`src/hw/rtl/spwm_pkg.sv`:
```
// Package for the sine PWM modulator: types, constants and the sine table.
package spwm_pkg;

  localparam int TABLE_DEPTH = 64;
  localparam int AMP_STEPS   = 10;
  localparam int ROM_SIZE    = 64;
  localparam int ROM_AW      = $clog2(ROM_SIZE);
  localparam int PHASE_W     = $clog2(TABLE_DEPTH);
  localparam int LVL_W       = 4;
  localparam int CMP_W       = 16;
  localparam int PERIOD_W    = 16;

  localparam int JOB_DEPTH = 2;
  localparam int RES_DEPTH = 2;

  localparam logic [PERIOD_W-1:0] PERIOD_RESET = 16'd2499;

  // 0.5 of full scale in the (level * sample) domain, and 2^23/10 rounded up
  localparam logic signed [21:0] HALF_SCALE = 22'sd327680;
  localparam logic [19:0]        RECIP_TEN  = 20'd838861;

  typedef enum logic [0:0] {
    OP_TICK = 1'b0,
    OP_STEP = 1'b1
  } op_t;

  typedef struct packed {
    logic [ROM_AW-1:0] addr;
    logic [LVL_W-1:0]  level;
  } job_t;

  typedef struct packed {
    logic [CMP_W-1:0] compare;
    logic [LVL_W-1:0] level;
  } res_t;

  localparam logic signed [15:0] SINE_ROM [ROM_SIZE] = '{
         16'sd0,   16'sd3212,   16'sd6393,   16'sd9512,
     16'sd12540,  16'sd15447,  16'sd18205,  16'sd20788,
     16'sd23170,  16'sd25330,  16'sd27246,  16'sd28899,
     16'sd30274,  16'sd31357,  16'sd32138,  16'sd32610,
     16'sd32767,  16'sd32610,  16'sd32138,  16'sd31357,
     16'sd30274,  16'sd28899,  16'sd27246,  16'sd25330,
     16'sd23170,  16'sd20788,  16'sd18205,  16'sd15447,
     16'sd12540,   16'sd9512,   16'sd6393,   16'sd3212,
         16'sd0,  -16'sd3212,  -16'sd6393,  -16'sd9512,
    -16'sd12540, -16'sd15447, -16'sd18205, -16'sd20788,
    -16'sd23170, -16'sd25330, -16'sd27246, -16'sd28899,
    -16'sd30274, -16'sd31357, -16'sd32138, -16'sd32610,
    -16'sd32767, -16'sd32610, -16'sd32138, -16'sd31357,
    -16'sd30274, -16'sd28899, -16'sd27246, -16'sd25330,
    -16'sd23170, -16'sd20788, -16'sd18205, -16'sd15447,
    -16'sd12540,  -16'sd9512,  -16'sd6393,  -16'sd3212
  };

  // Map a phase step onto the sine table when the two depths differ
  function automatic logic [ROM_AW-1:0] rom_addr(input logic [PHASE_W-1:0] phase);
    int unsigned scaled;
    scaled = (32'(phase) * ROM_SIZE) / TABLE_DEPTH;
    return scaled[ROM_AW-1:0];
  endfunction

endpackage

```
`src/hw/rtl/spwm_fifo.sv`:
```
// Small register queue with push/full and pop/empty sides; DEPTH is a power of two.
module spwm_fifo
  import spwm_pkg::*;
#(
  parameter int WIDTH = 8,
  parameter int DEPTH = 2
) (
  input  logic             clk,
  input  logic             rst,
  input  logic             push,
  input  logic [WIDTH-1:0] wdata,
  output logic             full,
  input  logic             pop,
  output logic [WIDTH-1:0] rdata,
  output logic             empty
);

  localparam int AW = (DEPTH > 1) ? $clog2(DEPTH) : 1;

  logic [WIDTH-1:0] mem [DEPTH];
  logic [AW:0]      wptr;
  logic [AW:0]      rptr;

  assign empty = (wptr == rptr);
  assign full  = (wptr[AW] != rptr[AW]) && (wptr[AW-1:0] == rptr[AW-1:0]);
  assign rdata = mem[rptr[AW-1:0]];

  always_ff @(posedge clk) begin
    if (rst) begin
      wptr <= '0;
      rptr <= '0;
    end else begin
      if (push && !full) begin
        wptr <= wptr + 1'b1;
      end
      if (pop && !empty) begin
        rptr <= rptr + 1'b1;
      end
    end
  end

  always_ff @(posedge clk) begin
    if (push && !full) begin
      mem[wptr[AW-1:0]] <= wdata;
    end
  end

endmodule

```
`src/hw/rtl/spwm_front.sv`:
```
// Front end: accepts items, tracks phase and amplitude level, queues PWM jobs.
module spwm_front
  import spwm_pkg::*;
(
  input  logic       clk,
  input  logic       rst,
  input  logic       push,
  input  logic [0:0] opcode,
  input  logic [0:0] clockwise,
  input  logic       full,
  output logic       job_push,
  output job_t       job
);

  logic [PHASE_W-1:0] phase;
  logic [LVL_W-1:0]   level;
  logic               accept;

  assign accept   = push && !full;
  assign job_push = accept && (op_t'(opcode) == OP_TICK);
  assign job.addr  = rom_addr(phase);
  assign job.level = level;

  always_ff @(posedge clk) begin
    if (rst) begin
      phase <= '0;
      level <= LVL_W'(AMP_STEPS);
    end else if (accept) begin
      unique case (op_t'(opcode))
        OP_TICK: begin
          // advance phase, wrap after the last step
          if (phase == PHASE_W'(TABLE_DEPTH - 1)) begin
            phase <= '0;
          end else begin
            phase <= phase + 1'b1;
          end
        end
        OP_STEP: begin
          // raise or lower level, hold at the limits
          if (clockwise[0]) begin
            if (level != LVL_W'(AMP_STEPS)) begin
              level <= level + 1'b1;
            end
          end else if (level != '0) begin
            level <= level - 1'b1;
          end
        end
        default: begin
        end
      endcase
    end
  end

endmodule

```
`src/hw/rtl/spwm_back.sv`:
```
// Back end: turns one queued job into a compare value over four steps.
module spwm_back
  import spwm_pkg::*;
(
  input  logic                clk,
  input  logic                rst,
  input  logic                cfg_valid,
  input  logic [PERIOD_W-1:0] cfg_data,
  input  logic                job_empty,
  input  job_t                job,
  output logic                job_pop,
  input  logic                res_full,
  output logic                res_push,
  output res_t                res
);

  typedef enum logic [2:0] {
    S_IDLE,
    S_MUL,
    S_SCALE,
    S_DIV,
    S_OUT
  } state_t;

  state_t              state;
  logic [PERIOD_W-1:0] period;
  job_t                job_q;
  logic signed [20:0]  prod;
  logic signed [21:0]  sum;
  logic [19:0]         sum_pos;
  logic [35:0]         scaled;
  logic [39:0]         recip;
  logic [16:0]         quot;

  assign sum     = HALF_SCALE + {prod[20], prod};
  assign sum_pos = sum[21] ? '0 : sum[19:0];
  assign quot    = recip[39:23];

  assign job_pop     = (state == S_IDLE) && !job_empty;
  assign res_push    = (state == S_OUT) && !res_full;
  assign res.compare = quot[16] ? {CMP_W{1'b1}} : quot[CMP_W-1:0];
  assign res.level   = job_q.level;

  always_ff @(posedge clk) begin
    if (rst) begin
      state  <= S_IDLE;
      period <= PERIOD_RESET;
    end else begin
      if (cfg_valid) begin
        period <= cfg_data;
      end
      unique case (state)
        S_IDLE: begin
          if (!job_empty) begin
            job_q <= job;
            state <= S_MUL;
          end
        end
        S_MUL: begin
          prod  <= $signed({1'b0, job_q.level}) * SINE_ROM[job_q.addr];
          state <= S_SCALE;
        end
        S_SCALE: begin
          scaled <= period * sum_pos;
          state  <= S_DIV;
        end
        S_DIV: begin
          // divide by 655360: drop 16 bits, then multiply by 1/10
          recip <= scaled[35:16] * RECIP_TEN;
          state <= S_OUT;
        end
        S_OUT: begin
          if (!res_full) begin
            state <= S_IDLE;
          end
        end
        default: begin
          state <= S_IDLE;
        end
      endcase
    end
  end

`ifndef SYNTHESIS
  a_mul_then_scale: assert property (@(posedge clk) disable iff (rst)
    state == S_MUL |=> state == S_SCALE)
    else $error("multiply step not followed by scale step");

  a_pop_starts_job: assert property (@(posedge clk) disable iff (rst)
    job_pop |=> state == S_MUL)
    else $error("job taken but work did not start");

  a_out_waits: assert property (@(posedge clk) disable iff (rst)
    (state == S_OUT && res_full) |=> state == S_OUT && $stable(recip))
    else $error("result dropped while output queue full");

  a_level_range: assert property (@(posedge clk) disable iff (rst)
    res_push |-> res.level <= LVL_W'(AMP_STEPS))
    else $error("result level out of range");
`endif

endmodule

```
`src/hw/rtl/sine_pwm_amplitude_modulator.sv`:
```
// Top level of the sine PWM modulator: front end, job queue, back end, result queue.
//
//   channel   handshake           payload
//   input     push / full         opcode, clockwise
//   result    pop / empty         compare_value, amplitude_level
//   config    cfg_valid/cfg_ready cfg_data (pwm_period)
//
// An encoder step takes effect in the cycle it is accepted and gives no result.
// A period tick is written into the job queue when accepted and is taken from there by
// the back end once that is idle. Its result passes the sine multiply, period multiply,
// divide by ten and output steps and is then pushed into the result queue. The back end
// handles one tick at a time and takes the next only after that result is pushed.
// Reset: phase 0, level 10, period 2499, both queues empty. cfg_ready is always high.
// A full result queue stalls the back end; a full job queue raises full.
module sine_pwm_amplitude_modulator
  import spwm_pkg::*;
#(
  parameter int JOB_Q_DEPTH = JOB_DEPTH,
  parameter int RES_Q_DEPTH = RES_DEPTH
) (
  input  logic                clk,
  input  logic                rst,
  input  logic                push,
  output logic                full,
  input  logic [0:0]          opcode,
  input  logic [0:0]          clockwise,
  output logic                empty,
  input  logic                pop,
  output logic [CMP_W-1:0]    compare_value,
  output logic [LVL_W-1:0]    amplitude_level,
  input  logic                cfg_valid,
  output logic                cfg_ready,
  input  logic [PERIOD_W-1:0] cfg_data
);

  job_t job_in;
  job_t job_out;
  logic job_push;
  logic job_pop;
  logic job_full;
  logic job_empty;
  res_t res_in;
  res_t res_out;
  logic res_push;
  logic res_full;

  assign cfg_ready       = 1'b1;
  assign full            = job_full;
  assign compare_value   = res_out.compare;
  assign amplitude_level = res_out.level;

  spwm_front u_front (
    .clk       (clk),
    .rst       (rst),
    .push      (push),
    .opcode    (opcode),
    .clockwise (clockwise),
    .full      (job_full),
    .job_push  (job_push),
    .job       (job_in)
  );

  spwm_fifo #(
    .WIDTH ($bits(job_t)),
    .DEPTH (JOB_Q_DEPTH)
  ) u_job_q (
    .clk   (clk),
    .rst   (rst),
    .push  (job_push),
    .wdata (job_in),
    .full  (job_full),
    .pop   (job_pop),
    .rdata (job_out),
    .empty (job_empty)
  );

  spwm_back u_back (
    .clk       (clk),
    .rst       (rst),
    .cfg_valid (cfg_valid),
    .cfg_data  (cfg_data),
    .job_empty (job_empty),
    .job       (job_out),
    .job_pop   (job_pop),
    .res_full  (res_full),
    .res_push  (res_push),
    .res       (res_in)
  );

  spwm_fifo #(
    .WIDTH ($bits(res_t)),
    .DEPTH (RES_Q_DEPTH)
  ) u_res_q (
    .clk   (clk),
    .rst   (rst),
    .push  (res_push),
    .wdata (res_in),
    .full  (res_full),
    .pop   (pop),
    .rdata (res_out),
    .empty (empty)
  );

endmodule

```
`config.mk`:
```
export PLATFORM = sky130hd
export DESIGN_NAME = sine_pwm_amplitude_modulator
export DESIGN_NICKNAME = d
export VERILOG_FILES = /design/src/hw/rtl/spwm_pkg.sv /design/src/hw/rtl/spwm_fifo.sv /design/src/hw/rtl/spwm_front.sv /design/src/hw/rtl/spwm_back.sv /design/src/hw/rtl/sine_pwm_amplitude_modulator.sv
export SDC_FILE = /design/constraint.sdc
export NUM_CORES = 2
export LEC_CHECK = 0
export BUFFER_PORTS_ARGS = -buffer_cell sky130_fd_sc_hd__buf_2
export CAP_MARGIN = 10
export CORE_ASPECT_RATIO = 1.2
export CORE_MARGIN = 10
export CORE_UTILIZATION = 34
export DETAILED_ROUTE_END_ITERATION = 16
export GPL_ROUTABILITY_DRIVEN = 0
export HOLD_SLACK_MARGIN = 0.05
export PLACE_DENSITY = 0.5
export RECOVER_POWER = 50
export SETUP_SLACK_MARGIN = 0.15
export SLEW_MARGIN = 15
export SYNTH_ARGS = -nofsm -noshare
export SYNTH_HDL_FRONTEND = slang
export SYNTH_HIERARCHICAL = 1
export SYNTH_SLANG_ARGS = --single-unit
```
`constraint.sdc`:
```
create_clock -name clk -period 8.13 [get_ports clk]
set_input_delay 0.813 -clock clk [delete_from_list [all_inputs] [get_ports clk]]
set_output_delay 0.813 -clock clk [all_outputs]
set_load 0.02 [all_outputs]
```
==> results.cfg <==
[yosys]
synth_compound_area_share_pct = 7.348
netlist_area_sq_mm = 0.02702
synth_top_family_by_area = adder cells
synth_cell_type_count = 82
ys_async_sr_fraction_pct = 0
yosys_warnings = 6
synth_edf_count = 128
syn_avg_cell_area_sq_um = 9.661
simple_gate_share_of_the_synthesized_area_pct = 12.73
area_share_of_xor_xnor_cells_in_the_synthesized_design_pct = 2.454
muxShareOfSynthArea_pct = 2.324
postSynthCellCount = 2797
synth.ff_latch_count = 167
sequential_cell_area_fraction_in_the_yosys_report_pct = 17.11
synth_nets = 3600
ys_dominant_reg_cell = sky130_fd_sc_hd__edfxtp_1
synth-adder-area-share_pct = 47.84

[route]
totalWireLength_microns = 67600
firstDrtPassIters = 6
vias_after_detailed_routing = 18900
drc = 0
vias_per_cell = 4.950
ant_nets = 0
drt_first_iter_violations = 1165
wire_per_inst_microns = 17.71

[final_layout]
filler_cell_count = 7957
final_cell_mix = sky130_fd_sc_hd__inv_1, sky130_fd_sc_hd__fa_1, sky130_fd_sc_hd__ha_1
diodes = 0
layout-drive-gt1-share_pct = 6.540
design.final.nets = 3573
most_common_cell_after_layout_fill_and_taps_aside = sky130_fd_sc_hd__inv_1
flow.area_growth_from_synthesis_pct = 6.843

[clock_network]
post_cts_buffers = 0
cts_repair_resize_count = 0
clock_sink_count = 167
cts_max_path_buffers = 2
cts.clk_slew.worst_paths_ns = 0.08
cts_tree = yes
cts-root-buf = sky130_fd_sc_hd__clkbuf_16
clk-insertion-delay-late_ns = 0.48
cts_buffers = 17
ctsHoldBuffers = 0
clock_tree.htree_level_count = 4

[worst_hold_path]
hold_start = u_back/recip[27]$_DFFE_PP_
hp-class = reg -> reg

[timing]
slew_headroom_pct = -32.92
hold_viol_final = 0
tightest_slew_ns = 1.994
finalClockSkew_ns = 0.02636
setup_violations = 0
rsz0062_at_grt = no
min_period_over_period_pct = 90.91
timing.final.max_slew_violations = 41
maxClockFrequency_mhz = 135.3
timing.final.crit_period_ns = 7.391
timing.setup.tns_ns = 0

[critical_path]
critical_path_required_ns = 8.33
crit_path_max_fanout = 12
worst-setup-path-type = reg -> reg
crit_start = u_back/prod[16]$_DFFE_PP_
reg2reg_from = u_back/prod[16]$_DFFE_PP_
timing.critical_path.arrival_ns = 7.59
worstSetupStartpointType = flop
worst_setup_path_end_kind = flop

[global_routing]
grt_pass1_vias = 20810
grt_overflow_total = 0
grt_antenna_before_repair = 0
grt_start_max_net_pins = 49
first_pass_grt_wire_length_microns = 111200
track_usage_pct = 15.13

[floorplanning]
core_sq_mm = 0.07903
io-pin-count = 46
die_area_sq_mm = 0.09120
die_width_microns = 277.4
floorplan.initialDensity_pct = 34.19
die_height_microns = 328.8
rows = 113

[outcome]
run_status = complete, but fails checks
violations = capacitance limit, slew limit

[place]
hpwlAfterDp_microns = 54990
place.port_buffers = 44

[run]
drv_cap = 1
layout make-up:
class                      instances  area, sq um  area share (%)
clock buffer                      17        425.4           1.473
clock inverter                    15        157.7          0.5460
inverter                         606         2275           7.879
multi-input combinational       1906        19680           68.15
sequential                       167         4624           16.02
tap                             1035         1295           4.485
timing repair buffer              72        417.9           1.447
flip-flops by register name, summed over array words and instances (netlist names), named ones only:
| register | cells |
|---|---|
| u_front/level | 4 |
| u_res_q/rptr | 2 |
| u_back/prod | 21 |
| u_back/state | 3 |
| u_job_q/wptr | 2 |
| u_back/scaled | 20 |
| u_job_q/mem | 20 |
| u_job_q/rptr | 2 |
| u_back/res | 4 |
| u_front/phase | 6 |
| u_res_q/wptr | 2 |
| u_back/recip | 17 |
| u_back/period | 16 |
| u_res_q/mem | 40 |
| u_back/job_q | 6 |
synthesized netlist by cell type (30+ instances only):
cell type | n | area, sq um
sky130_fd_sc_hd__a21oi_1 | 97 | 485.5
sky130_fd_sc_hd__and2_1 | 61 | 381.6
sky130_fd_sc_hd__and3_1 | 139 | 869.6
sky130_fd_sc_hd__clkbuf_1 | 105 | 394.1
sky130_fd_sc_hd__dfxtp_1 | 39 | 780.8
sky130_fd_sc_hd__edfxtp_1 | 128 | 3844
sky130_fd_sc_hd__fa_1 | 422 | 8448
sky130_fd_sc_hd__ha_1 | 358 | 4479
sky130_fd_sc_hd__inv_1 | 605 | 2271
sky130_fd_sc_hd__mux2_2 | 30 | 337.8
sky130_fd_sc_hd__nand2_1 | 262 | 983.4
sky130_fd_sc_hd__nor2_1 | 95 | 356.6
sky130_fd_sc_hd__o21ai_0 | 70 | 350.3
sky130_fd_sc_hd__xnor2_1 | 42 | 367.9
sky130_fd_sc_hd__xor2_1 | 30 | 262.8
through the flow:
| step | util [%] | cell area [sq um] | instances | hold slack, ns | setup slack (ns) |
|---|---|---|---|---|---|
| after global placement | 35.79 | 28290 | 3784 | 0.4854 | 0.4480 |
| final | 36.53 | 28870 | 3818 | 0.5105 | 0.7394 |
| after floorplan | - | 27020 | 2797 | 0.4684 | 1.424 |
| after global routing | 36.53 | 28870 | 3818 | 0.5239 | 0.2598 |
| after detailed placement | 35.79 | 28290 | 3784 | 0.5060 | 0.3339 |
| after CTS | 36.53 | 28870 | 3816 | 0.5077 | 0.3101 |
path summary, 6_finish.rpt:
path                            endpoint  slack [ns]  cells past startpoint
max          u_back/scaled[28]$_DFFE_PP_        0.74                     22
min          u_res_q/mem[0][8]$_DFFE_PP_        0.51                      1
max reg2reg  u_back/scaled[28]$_DFFE_PP_        0.74                     22
min reg2reg  u_res_q/mem[0][8]$_DFFE_PP_        0.51                      1
kinds of logic after synthesis:
family	Yosys count
buffers and inverters	726
other	1
AO/OA/AOI/OAI	305
multiplexers	54
AND/OR/NAND/NOR	690
flip-flops	167
adder cells (fa/ha/maj)	780
XOR/XNOR	74
critical path, stage by stage, from the launching register on:
cell                       delay, ns
sky130_fd_sc_hd__edfxtp_1       0.39
sky130_fd_sc_hd__a21oi_2        0.17
sky130_fd_sc_hd__o21ai_4        0.43
sky130_fd_sc_hd__and2_1         0.51
sky130_fd_sc_hd__nand2_1        0.16
sky130_fd_sc_hd__fa_1           0.55
sky130_fd_sc_hd__fa_1           0.53
sky130_fd_sc_hd__fa_1           0.52
sky130_fd_sc_hd__inv_1          0.06
sky130_fd_sc_hd__fa_1           0.49
sky130_fd_sc_hd__fa_1           0.49
sky130_fd_sc_hd__inv_1          0.05
sky130_fd_sc_hd__fa_1           0.47
sky130_fd_sc_hd__inv_1          0.04
sky130_fd_sc_hd__ha_1           0.21
sky130_fd_sc_hd__a211o_1        0.28
sky130_fd_sc_hd__a221oi_1       0.24
sky130_fd_sc_hd__nor2_1         0.10
sky130_fd_sc_hd__o31ai_2        0.53
sky130_fd_sc_hd__o21ai_1        0.19
sky130_fd_sc_hd__a41oi_1        0.37
sky130_fd_sc_hd__o21ai_0        0.18
sky130_fd_sc_hd__xor2_1         0.16
layer usage:
metal	up-vias	part of all wire (%)	track usage, %
li1	8886	-	-
met1	9536	44	19.13
met2	412	50	26.88
met3	65	3.9	1.832
met4	0	1.9	3.879
met5	-	0	0
Power is left out: the tool's default activity adds up to more than one toggle a clock period on the data nets, which glitch-free logic cannot reach.
